### src/design/pam_pkg.sv
// Shared types and constants for the polynomial add/multiply core.
// Holds the opcode codes, the command word carried from front to back and the back-end states.
// Depends on nothing.
package pam_pkg;

	localparam int COEF_W      = 16;
	localparam int RES_W       = 48;
	localparam int PROD_W      = 32;
	localparam int SUM_W       = 17;
	localparam int POW_W       = 5;
	localparam int RPOW_W      = 6;
	localparam int OP_W        = 3;
	localparam int QUEUE_DEPTH = 4;
	localparam int QPTR_W      = $clog2(QUEUE_DEPTH);

	localparam logic [OP_W-1:0] OP_CLR_A = 3'd0;
	localparam logic [OP_W-1:0] OP_CLR_B = 3'd1;
	localparam logic [OP_W-1:0] OP_WR_A  = 3'd2;
	localparam logic [OP_W-1:0] OP_WR_B  = 3'd3;
	localparam logic [OP_W-1:0] OP_ADD   = 3'd4;
	localparam logic [OP_W-1:0] OP_MUL   = 3'd5;

	typedef enum logic [2:0] {
		CMD_CLR_A,
		CMD_CLR_B,
		CMD_WR_A,
		CMD_WR_B,
		CMD_ADD,
		CMD_MUL
	} cmd_kind_t;

	typedef struct packed {
		cmd_kind_t                 kind;
		logic [POW_W-1:0]          power;
		logic signed [COEF_W-1:0]  coef;
	} cmd_word_t;

	typedef struct packed {
		logic      valid;
		cmd_word_t word;
	} cmd_push_t;

	typedef enum logic {
		BK_IDLE,
		BK_RUN
	} back_state_t;

endpackage

### src/design/pam_front.sv
// Front end: accepts input words, decodes the opcode and drops words with no effect.
// Holds one decoded command word until the queue takes it. Depends on pam_pkg.
module pam_front import pam_pkg::*; #(
	parameter int NUM_TERMS = 32
) (
	input  logic                     clk,
	input  logic                     arst_n,
	input  logic                     item_valid,
	output logic                     item_stall,
	input  logic [OP_W-1:0]          opcode,
	input  logic [POW_W-1:0]         term_power,
	input  logic signed [COEF_W-1:0] term_coef,
	output cmd_push_t                push,
	input  logic                     queue_full
);

	logic      cmd_valid_q;
	cmd_word_t cmd_word_q;
	logic      keep;
	cmd_kind_t kind;
	logic      in_range;

	assign in_range = ({1'b0, term_power} < RPOW_W'(NUM_TERMS));

	always_comb begin
		keep = 1'b1;
		kind = CMD_CLR_A;
		case (opcode)
			OP_CLR_A: kind = CMD_CLR_A;
			OP_CLR_B: kind = CMD_CLR_B;
			OP_WR_A: begin
				kind = CMD_WR_A;
				keep = in_range;
			end
			OP_WR_B: begin
				kind = CMD_WR_B;
				keep = in_range;
			end
			OP_ADD: kind = CMD_ADD;
			OP_MUL: kind = CMD_MUL;
			default: keep = 1'b0;
		endcase
	end

	assign item_stall = cmd_valid_q && queue_full;

	always_ff @(posedge clk or negedge arst_n) begin
		if (!arst_n) begin
			cmd_valid_q <= 1'b0;
		end else if (!item_stall) begin
			cmd_valid_q <= item_valid && keep;
		end
	end

	always_ff @(posedge clk) begin
		if (item_valid && !item_stall) begin
			cmd_word_q.kind  <= kind;
			cmd_word_q.power <= term_power;
			cmd_word_q.coef  <= term_coef;
		end
	end

	assign push.valid = cmd_valid_q;
	assign push.word  = cmd_word_q;

endmodule

### config.mk
export PLATFORM = sky130hd
export DESIGN_NAME = pam_front
export DESIGN_NICKNAME = d
export VERILOG_FILES = /design/src/design/pam_pkg.sv /design/src/design/pam_front.sv
export SDC_FILE = /design/constraint.sdc
export NUM_CORES = 1
export LEC_CHECK = 0
export BUFFER_PORTS_ARGS = -buffer_cell sky130_fd_sc_hd__buf_2
export CAP_MARGIN = 20
export CORE_ASPECT_RATIO = 0.75
export CORE_UTILIZATION = 40
export DETAILED_ROUTE_END_ITERATION = 6
export GPL_ROUTABILITY_DRIVEN = 0
export PLACE_DENSITY = 0.82
export SLEW_MARGIN = 20
export SYNTH_ARGS = -nofsm -noshare
export SYNTH_HDL_FRONTEND = slang
export SYNTH_SLANG_ARGS = --single-unit
### constraint.sdc
create_clock -name clk -period 2.3 [get_ports clk]
set_input_delay 0.23 -clock clk [delete_from_list [all_inputs] [get_ports clk]]
set_output_delay 0.23 -clock clk [all_outputs]
set_load 0.01 [all_outputs]
Word level (Yosys, flattened, before mapping)
Index checks and enable logic that the tools add are counted.

storage, ports and cells
  flip-flop bits (word level) = 25
  bits of input ports = 28
  output and inout port bits = 26
  word-level logic and storage cells = 17

operators by class
  eq/ne operators = 5
  multiplexer cells = 2
  reduce and logical (&&, ||, !) cells = 6

operators by type and width
  operator            number
  $pmux 3 s5          1
  $eq 3x2->1 const B  2
  $eq 3x3->1 const B  2
  $reduce_or 6->1     1
  $eq 3x1->1 const B  1
  $logic_and 1x1->1   3
  $logic_not 3->1     1
  $logic_not 1->1     1
  $mux 1              1

Logic depth before layout (Yosys ltp)
  word-level depth = 4
  gate-level depth with buffers = 4
  gate-level depth less buffers = 4

Worst setup path before layout
Ideal clock, no wire load.

  path kind = register to register
  start = reg cmd_valid_q
  end = reg cmd_word_q (netlist bit push[0]) (enable)
  library setup time = 407 ps
  data arrival time = 1634 ps
  slack = 259 ps
  stages on the path, launching flop included = 3
  path buffers = 0
  clock period less this slack = 2041 ps
  path through = dfrtp_1 -> and2_4 -> nor2b_1

on the way
  word-level cells in the longest chain between the ends = 3

RTL lines
  what                    line             source
  start, declared         pam_front.sv:17  logic cmd_valid_q;
  start signal, assigned  pam_front.sv:51  cmd_valid_q <= item_valid && keep;
  $logic_and 1x1->1       pam_front.sv:45  assign item_stall = cmd_valid_q && queue_full;
  named net item_stall    pam_front.sv:9   output logic item_stall,
  $logic_not 1->1         pam_front.sv:56  if (item_valid && !item_stall) begin
  $logic_and 1x1->1       pam_front.sv:56
  end, declared           pam_front.sv:18  cmd_word_t cmd_word_q;

The timed path passes the listed nets, and every way through them passes these cells.
A chain may end at the register's enable or synchronous reset.

Worst setup path in the final report
  start = reg cmd_valid_q
  end = reg cmd_word_q (netlist bit push[6]) (enable)

on the way
  word-level cells in the longest chain between the ends = 3

RTL lines
  what               line
  $logic_and 1x1->1  pam_front.sv:45
  $logic_not 1->1    pam_front.sv:56
  $logic_and 1x1->1  pam_front.sv:56

Every way passes these cells.

==> flow_summary.json <==
{
  "status": "finished, final reports clean",
  "maxCapViolCount": 0,
  "synth_nets": 69,
  "coreArea_mm2": 0.00185,
  "critPathMaxStageDelay_ps": 400,
  "r2r_start": "cmd_valid_q",
  "worstPathRequired_ps": 2300,
  "skew_ps": 3.50,
  "wl_per_cell_um": 12.1,
  "min_from": "term_coef[11]",
  "ioPinCount": 54,
  "hold_path.class": "input pin to register",
  "start_util_pct": 45.3,
  "clock_sinks": 25,
  "drt_iter0_markers": 4,
  "clock-root-buffer": "clkbuf_4",
  "powerDensity_mw_per_mm2": 693,
  "synth_cell_types": 11,
  "finalCriticalPeriod_ps": 1260,
  "cts_tree": "built",
  "fmax_ghz": 0.795,
  "num_rows": 13,
  "syn_inst": 38,
  "avgViaCountPerCell": 4.54,
  "htreeDepth": 1,
  "fp.dieArea_mm2": 0.00229,
  "rr_worst_depth": 3,
  "die_w_um": 54.9,
  "ys_seq_area_share_pct": 88.7,
  "track_usage_pct": 13.7,
  "grt_pass1_wl_um": 2050,
  "post_cts.repair.setup_buffers": 0,
  "timing.setup.tns_ps": 0,
  "synth.cell_area_um2": 841,
  "slew_viol_final": 0,
  "remaining_drc_errors": 0,
  "final_antenna_net_count": 0,
  "first_global_vias": 472,
  "synth_area_per_cell_um2": 22.1,
  "die_h_um": 41.7,
  "antenna_cells": 0,
  "ys_warn_count": 0,
  "finalWirelength_um": 1430,
  "end_kind": "register",
  "postLayoutCoreUtil_pct": 63.4,
  "grt_max_degree": 25,
  "timing.rr.end": "push[6]",
  "max_slew_margin_pct": 80.8,
  "critPathArrivalTime_ps": 1260,
  "worst_hold_path.num_cells": 1,
  "antenna_found_initial": 0,
  "rsz0062_at_grt": "no",
  "hold_buffers": 1,
  "setup_violations": 0,
  "ir_drop_v": 0.000498,
  "postCtsResizedCells": 0,
  "synth_seq_cells": 25,
  "layout-drive-gt1-share_pct": 62.5,
  "crit_slowest_cell": "dfrtp_1",
  "crit_chain": "and2_4 > nor2b_2 > buf_4",
  "cp_max_fo": 24,
  "r2r_setup_slack_ps": 1040,
  "worstSkewPairLatency_ps": 310,
  "nets": 128,
  "hold_end": "push[11]",
  "timing.final.crit_share_pct": 54.7,
  "cp-start-kind": "register",
  "io_buffer_count": 53,
  "grt_overflow_total": 0,
  "p_leak_nw": 0.533,
  "cts_made_buffers": 3,
  "vias": 536,
  "cts_max_path_buffers": 2,
  "crit_type": "register to register",
  "dr.pass1.iters": 3,
  "path_clk_slew_ps": 120,
  "area_growth_pct": 39.9,
  "tightest_slew_ps": 288,
  "fillers": 159,
  "hold_viol_final": 0
}
==> cells by family after synthesis <==
kind of cell    share of synthesized area [%]
flops                                    88.7
buf+inv                                  2.23
compound gates                           2.38
fa+ha+maj                                4.46
simple gates                             2.23
==> synthesized netlist by cell type <==
cell type / count / share of area, %
o21a_1: 1 / 0.89
a21oi_1: 1 / 0.59
nor2b_1: 1 / 0.74
and2_4: 1 / 1.0
nor2_1: 1 / 0.45
a21o_1: 1 / 0.89
inv_1: 3 / 1.3
buf_4: 1 / 0.89
edfxtp_1: 24 / 86
ha_1: 3 / 4.5
dfrtp_1: 1 / 3.0
==> sequential cells by signal, indices dropped and copies added, names as in the netlist <==
name / count
push: 24
cmd_valid_q: 1
==> layer usage <==
metal / up-vias / GRT usage [%] / share of wire [%]
met5: - / 0 / 0
met4: 0 / 7.50 / 2.0
met3: 5 / 7.33 / 12
met2: 32 / 21.9 / 50
met1: 243 / 13.8 / 35
li1: 256 / - / -
==> critical path: cells and delay by family, from the launching register on <==
kind / cells / cell delay (ps)
buffers and inverters: 1 / 290
flip-flops: 1 / 400
AND/OR/NAND/NOR: 2 / 260
==> worst max-delay path by stage <==
stage                           start        to  cells past startpoint
after global placement    cmd_valid_q  push[20]                      3
after CTS                 cmd_valid_q  push[21]                      3
final                     cmd_valid_q   push[6]                      3
after floorplan           cmd_valid_q   push[0]                      2
after global routing      cmd_valid_q  push[18]                      3
after detailed placement  cmd_valid_q  push[20]                      3
==> power by group <==
part	switching [mW]	internal [mW]
combinational	0.0471	0.0431
sequential	0.00636	0.532
clock	0.120	0.0664
total	0.173	0.641
==> final cells by class <==
type	count	area [um2]	share of cell area, %
clock buffer	3	22.5	1.91
clock inverter	1	7.51	0.638
inverter	3	11.3	0.957
multi-input combinational	9	78.8	6.70
sequential	25	746	63.4
tap	22	27.5	2.34
timing repair buffer	55	283	24.0
==> cell usage in the layout (no fill, tap or decap) <==
master | synthesis | layout
buf_2 | 0 | 53
edfxtp_1 | 24 | 24
inv_1 | 3 | 3
ha_1 | 3 | 3
clkbuf_4 | 0 | 3
nor2_1 | 1 | 1
a21oi_1 | 1 | 1
o21a_1 | 1 | 1
and2_4 | 1 | 1
nor2b_2 | 0 | 1
a21o_1 | 1 | 1
clkinvlp_4 | 0 | 1
dfrtp_1 | 1 | 1
dlygate4sd3_1 | 0 | 1
buf_4 | 1 | 1
==> metrics by stage <==
| stage | power (mW) | setup WS, ps | hold WS [ps] | cells | cell area (um2) |
|---|---|---|---|---|---|
| after floorplan | 0.587 | 259 | -65.6 | 38 | 841 |
| after global placement | 0.636 | 1080 | 4.33 | 113 | 1140 |
| after detailed placement | 0.640 | 1050 | 5.73 | 113 | 1140 |
| after global routing | 0.855 | 971 | 50.2 | 118 | 1180 |
| final | 0.815 | 1040 | 82.6 | 118 | 1180 |
| after CTS | 0.831 | 1030 | 64.7 | 118 | 1180 |
Power figures use the tool's default switching activity.
