[config.mk]
export PLATFORM = sky130hd
export DESIGN_NAME = pam_queue
export DESIGN_NICKNAME = d
export VERILOG_FILES = /design/src/design/pam_pkg.sv /design/src/design/pam_queue.sv
export SDC_FILE = /design/constraint.sdc
export NUM_CORES = 1
export LEC_CHECK = 0
export BUFFER_PORTS_ARGS = -buffer_cell sky130_fd_sc_hd__buf_2
export CAP_MARGIN = 20
export CORE_UTILIZATION = 30
export DETAILED_ROUTE_END_ITERATION = 10
export PLACE_DENSITY_LB_ADDON = 0.1
export SLEW_MARGIN = 10
export SYNTH_ARGS = -nofsm -noshare
export SYNTH_HDL_FRONTEND = slang
export SYNTH_SLANG_ARGS = --single-unit
[constraint.sdc]
create_clock -name clk -period 2.53 [get_ports clk]
set_input_delay 0.506 -clock clk [delete_from_list [all_inputs] [get_ports clk]]
set_output_delay 0.506 -clock clk [all_outputs]
set_load 0.01 [all_outputs]
[src/design/pam_pkg.sv]
// Shared types and constants for the polynomial add/multiply core.
// Holds the opcode codes, the command word carried from front to back and the back-end states.
// Depends on nothing.
package pam_pkg;

	localparam int COEF_W      = 16;
	localparam int RES_W       = 48;
	localparam int PROD_W      = 32;
	localparam int SUM_W       = 17;
	localparam int POW_W       = 5;
	localparam int RPOW_W      = 6;
	localparam int OP_W        = 3;
	localparam int QUEUE_DEPTH = 4;
	localparam int QPTR_W      = $clog2(QUEUE_DEPTH);

	localparam logic [OP_W-1:0] OP_CLR_A = 3'd0;
	localparam logic [OP_W-1:0] OP_CLR_B = 3'd1;
	localparam logic [OP_W-1:0] OP_WR_A  = 3'd2;
	localparam logic [OP_W-1:0] OP_WR_B  = 3'd3;
	localparam logic [OP_W-1:0] OP_ADD   = 3'd4;
	localparam logic [OP_W-1:0] OP_MUL   = 3'd5;

	typedef enum logic [2:0] {
		CMD_CLR_A,
		CMD_CLR_B,
		CMD_WR_A,
		CMD_WR_B,
		CMD_ADD,
		CMD_MUL
	} cmd_kind_t;

	typedef struct packed {
		cmd_kind_t                 kind;
		logic [POW_W-1:0]          power;
		logic signed [COEF_W-1:0]  coef;
	} cmd_word_t;

	typedef struct packed {
		logic      valid;
		cmd_word_t word;
	} cmd_push_t;

	typedef enum logic {
		BK_IDLE,
		BK_RUN
	} back_state_t;

endpackage

[src/design/pam_queue.sv]
// Short command queue between front and back ends.
// Lets the front keep accepting while the back runs or waits on the output. Depends on pam_pkg.
module pam_queue import pam_pkg::*; (
	input  logic      clk,
	input  logic      arst_n,
	input  cmd_push_t push,
	output logic      full,
	input  logic      pop,
	output logic      head_valid,
	output cmd_word_t head
);

	cmd_word_t           slot_q [QUEUE_DEPTH];
	logic [QPTR_W-1:0]   wr_ptr_q;
	logic [QPTR_W-1:0]   rd_ptr_q;
	logic [QPTR_W:0]     count_q;
	logic                do_push;
	logic                do_pop;

	assign full       = (count_q == (QPTR_W+1)'(QUEUE_DEPTH));
	assign head_valid = (count_q != '0);
	assign head       = slot_q[rd_ptr_q];
	assign do_push    = push.valid && !full;
	assign do_pop     = pop && head_valid;

	always_ff @(posedge clk or negedge arst_n) begin
		if (!arst_n) begin
			wr_ptr_q <= '0;
			rd_ptr_q <= '0;
			count_q  <= '0;
		end else begin
			if (do_push)
				wr_ptr_q <= wr_ptr_q + 1'b1;
			if (do_pop)
				rd_ptr_q <= rd_ptr_q + 1'b1;
			if (do_push && !do_pop)
				count_q <= count_q + 1'b1;
			else if (do_pop && !do_push)
				count_q <= count_q - 1'b1;
		end
	end

	always_ff @(posedge clk) begin
		if (do_push)
			slot_q[wr_ptr_q] <= push.word;
	end

endmodule

---- Word-level counts from Yosys, hierarchy flattened ----
Memories as Yosys holds them, arrays and structs flattened.
Index checks and enable logic that the tools add are counted.
word-level totals
  bits in read-only memories .............. 0
  input bits .............................. 28
  memory bits (writable) .................. 96
  flip-flop bits (word level) ............. 7
  output and inout bits ................... 26
  latch bits .............................. 0
  logic and storage cells ................. 22
  memories ................................ 1
memory list
  name    words  bits a word  read ports  clocked after memory_dff  wr ports  line             source
  slot_q  4      24           1           0                         1         pam_queue.sv:13  cmd_word_t slot_q [QUEUE_DEPTH];
cells by class
  shift operators ......................... 0
  multiply operators ...................... 0
  eq/ne operators ......................... 1
  $lt $le $gt $ge ......................... 0
  bitwise logic cells ..................... 0
  multiplexer cells ....................... 4
  reductions and logical operators ........ 9
  div/mod/pow operators ................... 0
  add/subtract/negate cells ............... 4
operators by type and width
  operator             count
  $mux 3               2
  $add 2x1->2 const B  2
  $logic_and 1x1->1    4
  $add 3x1->3 const B  1
  $eq 3x3->1 const B   1
  $logic_not 1->1      3
  $reduce_bool 3->1    1
  $sub 3x1->3 const B  1
  $mux 1               2
  $reduce_bool 2->1    1

---- Logic depth before layout (Yosys ltp) ----
Gate-level depths: netlist (run 1).
  word-level depth ........................ 7
  mapped depth ............................ 9
  gate-level depth less buffers ........... 8

---- Least setup slack after synthesis (run 1) ----
OpenSTA, ideal clock, no wires.
  path type ............................... register to register
  from .................................... register count_q[0]
  to ...................................... register count_q[2]
  cell stages (with the launch flop) ...... 9
  path buffers ............................ 0
  period minus slack after synthesis ...... 2020 ps
  required time ........................... 2451 ps
  data arrival time ....................... 1941 ps
  setup time .............................. 79 ps
  path slack .............................. 510 ps
  cell sequence ........................... dfrtp_1 -> or3_4 -> nand2_1 -> ha_1 -> inv_1 -> fa_1 -> xor2_1 -> nor2_1 -> xor2_1
between the ends
  elaborated cells on any way between the ends .. 14
  those cells by class .................... 2 x add/sub; 1 x eq/ne; 2 x mux; 9 x reduce/logical
RTL lines
  element                                      line             source
  start: declaration                           pam_queue.sv:16  logic [QPTR_W:0] count_q;
  start signal: assignment                     pam_queue.sv:37  count_q <= count_q + 1'b1;
  start signal: assignment                     pam_queue.sv:39  count_q <= count_q - 1'b1;
  $reduce_bool 3->1 *                          pam_queue.sv:21  assign head_valid = (count_q != '0);
  named net head_valid                         pam_queue.sv:9   output logic head_valid,
  $logic_and 1x1->1 *                          pam_queue.sv:24  assign do_pop = pop && head_valid;
  $logic_not 1->1                              pam_queue.sv:36  if (do_push && !do_pop)
  $logic_and 1x1->1                            pam_queue.sv:36
  $mux 3 or $reduce_bool 2->1 (tied branches)  -
The timed path passes the listed nets; every way through them passes the cells marked *. The select of a mux whose other input is x is not followed.
A chain may end at the register's enable or synchronous reset.

==> results of run 1 <==
[cells in the mapped netlist, types with 2 or more instances]
cell type  instances
mux4_2            18
buf_2              3
buf_6              2
and2_1             4
mux4_1             6
xnor2_1            4
dfrtp_1            7
edfxtp_1          96
ha_1               5
xor2_1             2
buf_12             2
inv_1              3
[per-stage QoR]
stage | hold WS [ns] | setup slack, ns
6_report | 0.388 | 0.175
5_1_grt | 0.368 | 0.0666
4_1_cts | 0.376 | 0.131
3_5_place_dp | 0.360 | 0.435
3_3_place_gp | 0.365 | 0.462
2_1_floorplan | 0.210 | 0.510
[cell type report]
class	instances	area (um^2)	share of cell area, %
clock buffers	10	229	4.81
clock inverters	5	50.0	1.05
inverters	3	11.3	0.237
multi-input cells	48	798	16.8
flip-flops and latches	103	3060	64.3
well taps	172	215	4.52
repair buffers	67	398	8.36
[registers in the layout, indices dropped and copies added (netlist names)]
name	count
count_q	3
rd_ptr_q	2
slot_q	96
wr_ptr_q	2
[where the power goes]
group / switching, mW / internal (mW) / total [mW]
registers: 0.164 / 2.27 / 2.43
clock network: 0.552 / 0.754 / 1.31
logic: 0.811 / 0.841 / 1.65
total: 1.53 / 3.86 / 5.39
[routing by layer]
metal  up-vias  track usage, %  wire [um]
met1       877            14.6       3200
met4         0            4.05         46
met3         4            3.22        252
met5         -               0          0
met2        35            17.4       3310
li1        806               -          -
[repair_timing]
action / in CTS / in global routing
buffers inserted: 0 / 0
gates resized for setup: 0 / 0
endpoints found under the hold margin: 1 / 0
hold buffers: 1 / 0
endpoints found under the setup margin: 0 / 0
[kinds of logic (layout without fill, tap and decap cells)]
| group | Yosys count | after routing | synth area share [%] |
|---|---|---|---|
| xor gates and xnor gates | 6 | 6 | 1.33 |
| adders and majority gates | 6 | 6 | 2.09 |
| buffers and inverters | 10 | 85 | 2.25 |
| DFF | 103 | 103 | 77.5 |
| muxes | 26 | 26 | 14.9 |
| and+or+nand+nor | 10 | 10 | 1.87 |
[worst max path at each step]
stage                            startpoint                      to  slack (ns)  depth (start not counted)
floorplan            count_q[0]$_DFFE_PN0P_  count_q[2]$_DFFE_PN0P_        0.51                          8
global placement     count_q[0]$_DFFE_PN0P_  count_q[2]$_DFFE_PN0P_        0.46                          8
detailed placement   count_q[0]$_DFFE_PN0P_  count_q[2]$_DFFE_PN0P_        0.44                          8
CTS                 rd_ptr_q[0]$_DFFE_PN0P_                head[17]        0.13                          3
global route        rd_ptr_q[0]$_DFFE_PN0P_                head[16]        0.07                          3
finish              rd_ptr_q[0]$_DFFE_PN0P_                head[17]        0.18                          3
[worst reg2reg max path, delay by kind of cell, from the launching register on]
| kind | cells | cell delay (ns) |
|---|---|---|
| XOR/XNOR | 2 | 0.30 |
| flip-flops | 1 | 0.45 |
| adder cells (fa/ha/maj) | 2 | 0.56 |
| AND/OR/NAND/NOR | 3 | 0.64 |
| buffers and inverters | 1 | 0.06 |
==> run_results.csv, run 1 <==
group,metric,value,unit
status,status,"completed",
routing,ant_nets,0,
routing,drc,0,
sta,timing.slew.headroom,67.1,%
clock_network,clk_latency,0.33,ns
sta,tns,0,ns
clock_network,numCtsBuffers,9,
global_routing,grt_pass1_wl,10500,um
global_routing,grt_overflow,0,
place,place_area,0.00447,mm^2
worst_setup_path,rrSetupSlack,0.44,ns
yosys,synth_area_leaders,"edfxtp_1 (73%), mux4_2 (10%), dfrtp_1 (4.4%)",
hold_path,hold_end,"slot_q[0][17]$_DFFE_PP_",
pwr,p_total,5.39,mW
sta,fmax,425,MHz
clock_network,clk_pin_slew,0.07,ns
clock_network,root_buffer,"clkbuf_16",
global_routing,grtUsageTotal,11.0,%
place,dp_hpwl,4450,um
worst_setup_path,critPathKind,"register to output port",
floorplan,initial_core_util,31.0,%
worst_setup_path,r2r_cells,8,
yosys,syn-num-nets,195,
sta,worst_pin_slew,0.494,ns
floorplan,rows,41,
cells_and_area,drive_gt1_share,43.6,%
sta,setup_violations,0,
worst_setup_path,critPathBufInv,2,
worst_setup_path,crit_path_end_kind,"output port",
yosys,synth-main-ff-cell,"edfxtp_1",
floorplan,coreArea,0.0127,mm^2
sta,drv_slew,0,
global_routing,grt_max_degree,16,
worst_setup_path,path_max_fanout,12,
cells_and_area,syn_to_final_growth,20.7,%
cells_and_area,stdcell_count,408,
routing,wl_per_cell,16.7,um
pwr,vdd_drop_max,0.376,mV
floorplan,chipWidth,117,um
yosys,yosys_warnings,0,
sta,period_needed,2.35,ns
place,io_buffers,53,
yosys,ys_seq_area_share,77.5,%
sta,min_period_over_period,93.1,%
routing,drt-initial-drc-count,119,
routing,num_vias,1722,
global_routing,grt_pass1_vias,1851,
routing,firstDrtPassIters,4,
routing,drt_wl_total,6810,um
worst_setup_path,worstReg2RegStart,"count_q[0]$_DFFE_PN0P_",
cells_and_area,finish.net_count,266,
global_routing,antenna_found_initial,0,
worst_setup_path,r2r-end,"count_q[2]$_DFFE_PN0P_",
clock_network,clockBufferDepth,2,
worst_setup_path,cp_data_arrival_time,1.85,ns
yosys,synth_cells,161,
clock_network,cts_max_level,3,
pwr,leakagePower,1.69,nW
sta,finClkSkew,0.00482,ns
worst_setup_path,required,2.02,ns
flow_run,drv_cap,0,
yosys,post-synth-top-area-cell,"edfxtp_1",
yosys,yosysUniqueCellTypes,21,
cells_and_area,n_antenna_cell,0,
hold_path,worstHoldPathType,"input pin to register",
yosys,synth_area_per_cell,24.5,um^2
clock_network,cts_tree,"built",
routing,routed_via_density,4.22,
yosys,yosysTopAreaCellShare,73.1,%
sta,rsz0062_at_grt,"no",
worst_setup_path,crit_family,"flip-flops",
cells_and_area,mostFrequentLayoutCells,"edfxtp_1 (96), buf_2 (53), mux4_2 (18), buf_4 (11), clkbuf_16 (9)",
floorplan,die_y,117,um
cells_and_area,design_area,0.00476,mm^2
pwr,p_per_area,1130,mW/mm^2
worst_setup_path,slowest_delay,0.61,ns
worst_setup_path,slowest_stage,"dfrtp_2",
yosys,synth-seq-cells,103,
hold_path,hp-start,"push[17]",
yosys,netlist_area,0.00395,mm^2
place,placed_cells,392,
hold_path,hold_depth,1,
place,gp_congestion,0.665,
cells_and_area,nFillCells,1206,
worst_setup_path,critical_path.cell_chain,"buf_4 -> mux4_2 -> buf_2",
floorplan,io-pin-count,54,
worst_setup_path,cp-start-kind,"register",
cells_and_area,final_common_cell,"edfxtp_1",
cells_and_area,final_util,37.4,%
yosys,synth-edff-count,96,
clock_network,clock-sinks,103,
sta,hold_viol_final,0,
floorplan,dieArea,0.0136,mm^2
yosys,synth-async-reset-ratio,6.80,%
No activity file was read; power rests on OpenSTA's default activity.
==> inputs of run 2 (changes only) <==
--- a/config.mk
+++ b/config.mk
@@ -5,12 +5,13 @@
 export SDC_FILE = /design/constraint.sdc
 export NUM_CORES = 1
 export LEC_CHECK = 0
+export ABC_AREA = 1
 export BUFFER_PORTS_ARGS = -buffer_cell sky130_fd_sc_hd__buf_2
 export CAP_MARGIN = 20
 export CORE_UTILIZATION = 30
 export DETAILED_ROUTE_END_ITERATION = 10
+export GPL_TIMING_DRIVEN = 0
 export PLACE_DENSITY_LB_ADDON = 0.1
-export SLEW_MARGIN = 10
 export SYNTH_ARGS = -nofsm -noshare
 export SYNTH_HDL_FRONTEND = slang
 export SYNTH_SLANG_ARGS = --single-unit
==> run 2 against run 1 <==
Effect of this change: via count increased by 48%; worst hold slack lost 0.0085 ns; fmax up 2.9%; synthesized cell count increased by 110%; clock power is 5% higher; first-iteration DRC count rose by 61%; utilization decreased by 0.27 points; sequential share of layout area decreased by 5.4 points; cell area grew 9.1%; sequential power decreased by 3%; total power up 12%; non-clock buffer count increased by 3.
==> run_results.csv, run 2 <==
group,metric,value,unit
status,status,"completed",
yosys,synth-seq-cells,103,
global_routing,antenna_found_initial,0,
worst_setup_path,crit_path_end_kind,"output port",
sta,fmax,437,MHz
floorplan,initial_core_util,31.0,%
yosys,syn-num-nets,374,
sta,min_period_over_period,90.4,%
worst_setup_path,worstReg2RegStart,"count_q[0]$_DFFE_PN0P_",
cells_and_area,final_common_cell,"edfxtp_1",
worst_setup_path,critPathKind,"register to output port",
yosys,yosysUniqueCellTypes,18,
worst_setup_path,cp-start-kind,"register",
cells_and_area,final_util,37.1,%
clock_network,clk_pin_slew,0.07,ns
clock_network,root_buffer,"clkbuf_16",
yosys,synth_area_leaders,"edfxtp_1 (66%), nand2_1 (7.8%), o211ai_2 (5.5%)",
cells_and_area,largest_register_ffs,96,
pwr,power_frac_comb,37.7,%
place,dp_hpwl,5810,um
cells_and_area,stdcell_count,591,
sta,rsz0062_at_grt,"no",
global_routing,grt_use_met3,4.41,%
global_routing,grtUsageTotal,13.4,%
global_routing,grt_pass1_vias,2571,
yosys,synth-main-ff-cell,"edfxtp_1",
cells_and_area,syn_to_final_growth,19.7,%
yosys,ys_seq_area_share,70.4,%
floorplan,chipWidth,122,um
pwr,sw_frac_of_total,35.7,%
yosys,netlist_area,0.00434,mm^2
global_routing,grtUsageMet2,22.2,%
worst_setup_path,r2r_cells,5,
clock_network,cts_max_level,3,
routing,routed_via_density,4.31,
worst_setup_path,cp_data_arrival_time,1.78,ns
clock_network,clk_latency,0.34,ns
floorplan,coreArea,0.0140,mm^2
place,placed_cells,574,
clock_network,numCtsBuffers,9,
pwr,p_seq_share,39.3,%
worst_setup_path,cp-startpoint,"rd_ptr_q[0]$_DFFE_PN0P_",
routing,drt_wl_total,9090,um
global_routing,grt_max_degree,25,
pwr,clockPowerShare,23.0,%
place,gp_congestion,0.726,
yosys,synth-async-reset-ratio,6.80,%
worst_setup_path,r2r-end,"slot_q[0][1]$_DFFE_PP_",
cells_and_area,n_antenna_cell,0,
floorplan,io-pin-count,54,
clock_network,clock-sinks,103,
cells_and_area,multi_input_area,971,um^2
sta,worst_pin_slew,0.875,ns
sta,setup_violations,0,
cells_and_area,reg_top3,"slot_q (96), count_q (3)",
sta,finClkSkew,0.00569,ns
global_routing,grt_overflow,0,
clock_network,cts_tree,"built",
worst_setup_path,rrSetupSlack,0.40,ns
worst_setup_path,path_max_fanout,10,
pwr,vdd_drop_max,0.468,mV
worst_setup_path,critical_path.cell_chain,"inv_2 -> clkbuf_1 -> o211ai_1 -> nand2_1 -> buf_2",
pwr,p_per_area,1160,mW/mm^2
cells_and_area,mostFrequentLayoutCells,"edfxtp_1 (96), nand2_1 (90), buf_2 (62), inv_1 (62), o211ai_1 (29)",
sta,fin_hold_ws,0.380,ns
cells_and_area,top_register,"slot_q",
pwr,leakagePower,2.18,nW
yosys,synth-edff-count,96,
sta,drv_slew,0,
floorplan,rows,43,
place,io_buffers,53,
routing,wl_per_cell,15.4,um
pwr,internal-power,3.87,mW
clock_network,cts_setup_buffers,0,
sta,timing.slew.headroom,41.6,%
yosys,synth.most_common_cell,"edfxtp_1",
yosys,synthTopCellsByCount,"edfxtp_1 (96), nand2_1 (90), inv_1 (62), o211ai_1 (29), o211ai_2 (19)",
clock_network,clockBufferDepth,2,
cells_and_area,drive_gt1_share,26.3,%
yosys,synth_cells,340,
yosys,yosys_warnings,0,
worst_setup_path,slowest_stage,"clkbuf_1",
worst_setup_path,required,2.02,ns
routing,firstDrtPassIters,4,
cells_and_area,finish.net_count,440,
flow_run,drv_cap,0,
worst_setup_path,setup.worst_path.end,"head[3]",
routing,drc,0,
global_routing,met1_usage,17.0,%
cells_and_area,nFillCells,1379,
sta,hold_viol_final,0,
cells_and_area,ff_latch_area,0.00306,mm^2
yosys,synth_area_per_cell,12.8,um^2
global_routing,top_usage_layer,"met2",
yosys,yosysTopAreaCellShare,66.4,%
worst_setup_path,slowest_delay,0.51,ns
routing,ant_nets,0,
routing,num_vias,2547,
hold_path,worstHoldPathType,"input pin to register",
routing,drt-initial-drc-count,192,
floorplan,die_y,122,um
pwr,p_switching,2.15,mW
sta,period_needed,2.29,ns
yosys,post-synth-top-area-cell,"edfxtp_1",
global_routing,grt_pass1_wl,14300,um
floorplan,dieArea,0.0150,mm^2
## run 2: cell types whose count changed in the layout (fill, tap and decap cells not counted), moves of 9 or more
cell	delta
nand2_1	+89
inv_1	+59
o211ai_2	+19
buf_2	+9
buf_4	-9
o211ai_1	+29
mux4_2	-18
## run 2: cells by family (layout without fill, tap and decap cells)
kind of cell,Yosys count,in the layout,synth area share [%]
AOI/OAI and AO/OA,49,49,10.6
xor gates and xnor gates,1,1,0.202
DFF,103,103,70.4
and+or+nand+nor,102,102,9.08
buffers and inverters,79,150,7.78
adders and majority gates,6,6,1.90
## run 2: cell type report
class	instances	area share (%)
sequential	103	58.8
multi-input combinational	158	18.7
timing repair buffer	55	5.83
clock buffer	12	4.94
inverter	64	4.62
tap	180	4.33
buffer	15	1.88
clock inverter	4	0.867
## run 2: stage by stage
| stage | setup slack (ns) | power (mW) | cell area (um^2) | setup TNS, ns |
|---|---|---|---|---|
| finish | 0.243 | 6.01 | 5200 | 0 |
| global route | 0.0472 | 6.48 | 5200 | 0 |
| floorplan | 0.374 | 3.84 | 4340 | 0 |
| global placement | -0.818 | 4.67 | 4830 | -65.70 |
| detailed placement | 0.338 | 4.76 | 4880 | 0 |
| CTS | 0.165 | 6.17 | 5200 | 0 |
## run 2: what timing repair did
item	in CTS	in global routing
hold endpoints to repair	7	0
hold buffers	1	0
resized for setup	0	0
## run 2: power by group through the flow
stage | combinational (mW) | clock [mW] | sequential, mW
2_1_floorplan | 1.46 | 0 | 2.39
3_3_place_gp | 2.26 | 0 | 2.41
3_5_place_dp | 2.35 | 0 | 2.40
4_1_cts | 2.36 | 1.44 | 2.37
5_1_grt | 2.58 | 1.50 | 2.40
6_report | 2.26 | 1.38 | 2.36
## run 2: worst min-delay path by stage
stage	startpoint	to	slack [ns]	cells after the start
6_report	push[2]	slot_q[3][2]$_DFFE_PP_	0.38	1
4_1_cts	push[2]	slot_q[3][2]$_DFFE_PP_	0.37	1
3_5_place_dp	arst_n	wr_ptr_q[0]$_DFFE_PN0P_	0.35	1
5_1_grt	push[2]	slot_q[3][2]$_DFFE_PP_	0.36	1
3_3_place_gp	arst_n	wr_ptr_q[0]$_DFFE_PN0P_	0.36	1
2_1_floorplan	arst_n	count_q[0]$_DFFE_PN0P_	0.21	0
## run 2: worst max-delay path, delay by kind of cell (launching register included)
kind	cells	cell delay, ns
AND/OR/NAND/NOR	1	0.11
AO/OA/AOI/OAI	1	0.15
flip-flops	1	0.41
buffers and inverters	3	0.77
## run 2: routing by layer
metal  routed length, um  vias to the layer above  part of all wire, %
met2                4500                       44                   50
met3                 338                        4                  3.7
met1                4200                     1207                   46
met5                   0                        -                    0
met4                  44                        0                 0.48
li1                    -                     1292                    -
==> inputs of run 3 (changes only) <==
--- a/config.mk
+++ b/config.mk
@@ -8,6 +8,7 @@
 export ABC_AREA = 1
 export BUFFER_PORTS_ARGS = -buffer_cell sky130_fd_sc_hd__buf_2
 export CAP_MARGIN = 20
+export CORE_ASPECT_RATIO = 0.7
 export CORE_UTILIZATION = 30
 export DETAILED_ROUTE_END_ITERATION = 10
 export GPL_TIMING_DRIVEN = 0
==> run 3 against run 2 <==
Effect of this change: wire length is 1.7% higher; count of clock-buffer cells in the layout unchanged; final cell count rose by 1.5%; largest cell class unchanged; highest routed layer unchanged; non-clock buffer count shrank 1; fmax increased by 0.90%; via count up 0.94%; sequential share of layout area rose by 0.60 points; total power decreased by 2.4%; sequential power about the same; critical path depth stayed put.
==> run_results.csv, run 3 (synthesis gave the netlist of run 2 again) <==
group,metric,value,unit
status,status,"completed",
clock_network,cts_max_level,3,
clock_network,clk_latency,0.34,ns
cells_and_area,mostFrequentLayoutCells,"edfxtp_1 (96), nand2_1 (90), buf_2 (62), inv_1 (62), o211ai_1 (29)",
routing,ant_nets,0,
pwr,vdd_drop_max,0.375,mV
place,io_buffers,53,
hold_path,hp-start,"push[15]",
sta,rsz0062_at_grt,"no",
flow_run,drv_cap,0,
sta,drv_slew,0,
cells_and_area,largest_register_ffs,96,
pwr,sw_frac_of_total,37.1,%
pwr,internal-power,3.69,mW
sta,worst_slack,0.263,ns
hold_path,hold_end,"slot_q[3][15]$_DFFE_PP_",
routing,firstDrtPassIters,4,
cells_and_area,nFillCells,1350,
cells_and_area,syn_to_final_growth,18.5,%
floorplan,die_y,103,um
clock_network,numCtsBuffers,9,
global_routing,grt_overflow,0,
sta,min_period_over_period,89.6,%
cells_and_area,ff_latch_area,0.00306,mm^2
worst_setup_path,critPathKind,"register to output port",
clock_network,cts_setup_buffers,0,
worst_setup_path,crit_path_end_kind,"output port",
pwr,clockPowerShare,20.8,%
clock_network,clock-sinks,103,
clock_network,clockBufferDepth,2,
cells_and_area,drive_gt1_share,25.6,%
sta,period_needed,2.27,ns
sta,worst_pin_slew,0.889,ns
clock_network,clk_pin_slew,0.06,ns
pwr,p_seq_share,40.4,%
floorplan,chipWidth,146,um
hold_path,worstHoldPathType,"input pin to register",
place,dp_hpwl,5910,um
cells_and_area,reg_top3,"slot_q (96), count_q (3)",
clock_network,cts_tree,"built",
sta,finClkSkew,0.00466,ns
worst_setup_path,cp-start-kind,"register",
place,pre_cts_ws,0.331,ns
worst_setup_path,required,2.02,ns
worst_setup_path,worstReg2RegStart,"count_q[1]$_DFFE_PN0P_",
cells_and_area,final_common_cell,"edfxtp_1",
routing,drt_wl_total,9240,um
sta,setup_violations,0,
worst_setup_path,cp_data_arrival_time,1.76,ns
floorplan,initial_core_util,31.0,%
global_routing,grt_max_degree,25,
sta,hold_viol_final,0,
worst_setup_path,r2r_cells,9,
pwr,power_frac_comb,38.8,%
floorplan,rows,36,
cells_and_area,top_register,"slot_q",
global_routing,grtUsageTotal,13.2,%
pwr,p_per_area,1140,mW/mm^2
clock_network,root_buffer,"clkbuf_16",
worst_setup_path,path_max_fanout,10,
place,gp_congestion,0.678,
pwr,p_total,5.87,mW
floorplan,dieArea,0.0150,mm^2
floorplan,io-pin-count,54,
global_routing,grt_pass1_wl,14200,um
worst_setup_path,r2r-end,"count_q[1]$_DFFE_PN0P_",
cells_and_area,n_antenna_cell,0,
sta,timing.slew.headroom,40.6,%
cells_and_area,multi_input_area,976,um^2
worst_setup_path,cp-startpoint,"rd_ptr_q[0]$_DFFE_PN0P_",
routing,drc,0,
pwr,leakagePower,2.14,nW
sta,fmax,441,MHz
pwr,p_switching,2.18,mW
routing,routed_via_density,4.29,
routing,wl_per_cell,15.4,um
cells_and_area,finish.net_count,439,
worst_setup_path,rrSetupSlack,0.37,ns
global_routing,antenna_found_initial,0,
routing,drt-initial-drc-count,113,
floorplan,coreArea,0.0140,mm^2
routing,num_vias,2571,
global_routing,grt_pass1_vias,2556,
hold_path,hold_depth,1,
-- run 3: cell count changes in the layout (fill, tap and decap cells not counted) --
cell / before / now
nor2_4: 3 / 4
nor2_2: 1 / 0
clkbuf_8: 2 / 0
clkinvlp_4: 0 / 1
bufinv_16: 1 / 0
buf_16: 1 / 0
clkbuf_1: 2 / 4
-- run 3: timing repair --
item	CTS	global route
gates resized for setup	0	0
hold buffers	1	0
endpoints found under the hold margin	7	0
-- run 3: how the worst max path moves through the flow --
| stage | cells past startpoint | to | slack [ns] |
|---|---|---|---|
| finish | 5 | head[3] | 0.26 |
| detailed placement | 9 | count_q[1]$_DFFE_PN0P_ | 0.33 |
| floorplan | 4 | slot_q[0][0]$_DFFE_PP_ | 0.37 |
| global placement | 4 | slot_q[2][13]$_DFFE_PP_ | -0.78 |
| global route | 5 | head[3] | 0.10 |
| CTS | 5 | head[3] | 0.21 |
-- run 3: per-stage QoR --
step	hold slack (ns)	area, um^2	setup TNS, ns	instances	util, %
final	0.380	5140	0	600	36.7
after global routing	0.374	5140	0	600	36.7
after CTS	0.374	5140	0	600	36.7
after detailed placement	0.357	4870	0	583	34.8
after global placement	0.356	4840	-68.62	583	34.6
after floorplan	0.210	4340	0	340	-
-- run 3: power by group through the flow --
stage | sequential [mW] | combinational [mW] | clock (mW)
finish | 2.37 | 2.28 | 1.22
floorplan | 2.39 | 1.46 | 0
CTS | 2.37 | 2.35 | 1.26
detailed placement | 2.41 | 2.35 | 0
global route | 2.40 | 2.56 | 1.33
global placement | 2.42 | 2.28 | 0
-- run 3: final cells by class --
class	instances	share of cell area [%]
clock buffer	12	4.60
buffer	15	1.90
timing repair buffer	54	5.35
sequential	103	59.5
tap	190	4.62
multi-input combinational	158	19.0
clock inverter	4	0.438
inverter	64	4.67
-- run 3: worst max-delay path, stage by stage, from the launching register on --
cell,delay [ns]
dfrtp_1,0.41
inv_2,0.13
clkbuf_1,0.47
o211ai_1,0.15
nand2_1,0.12
buf_2,0.13
-- run 3: metal layers --
layer	GRT usage, %	routed length [um]
met1	16.5	4350
met2	22.3	4480
met3	3.41	292
met4	5.18	115
met5	0	0
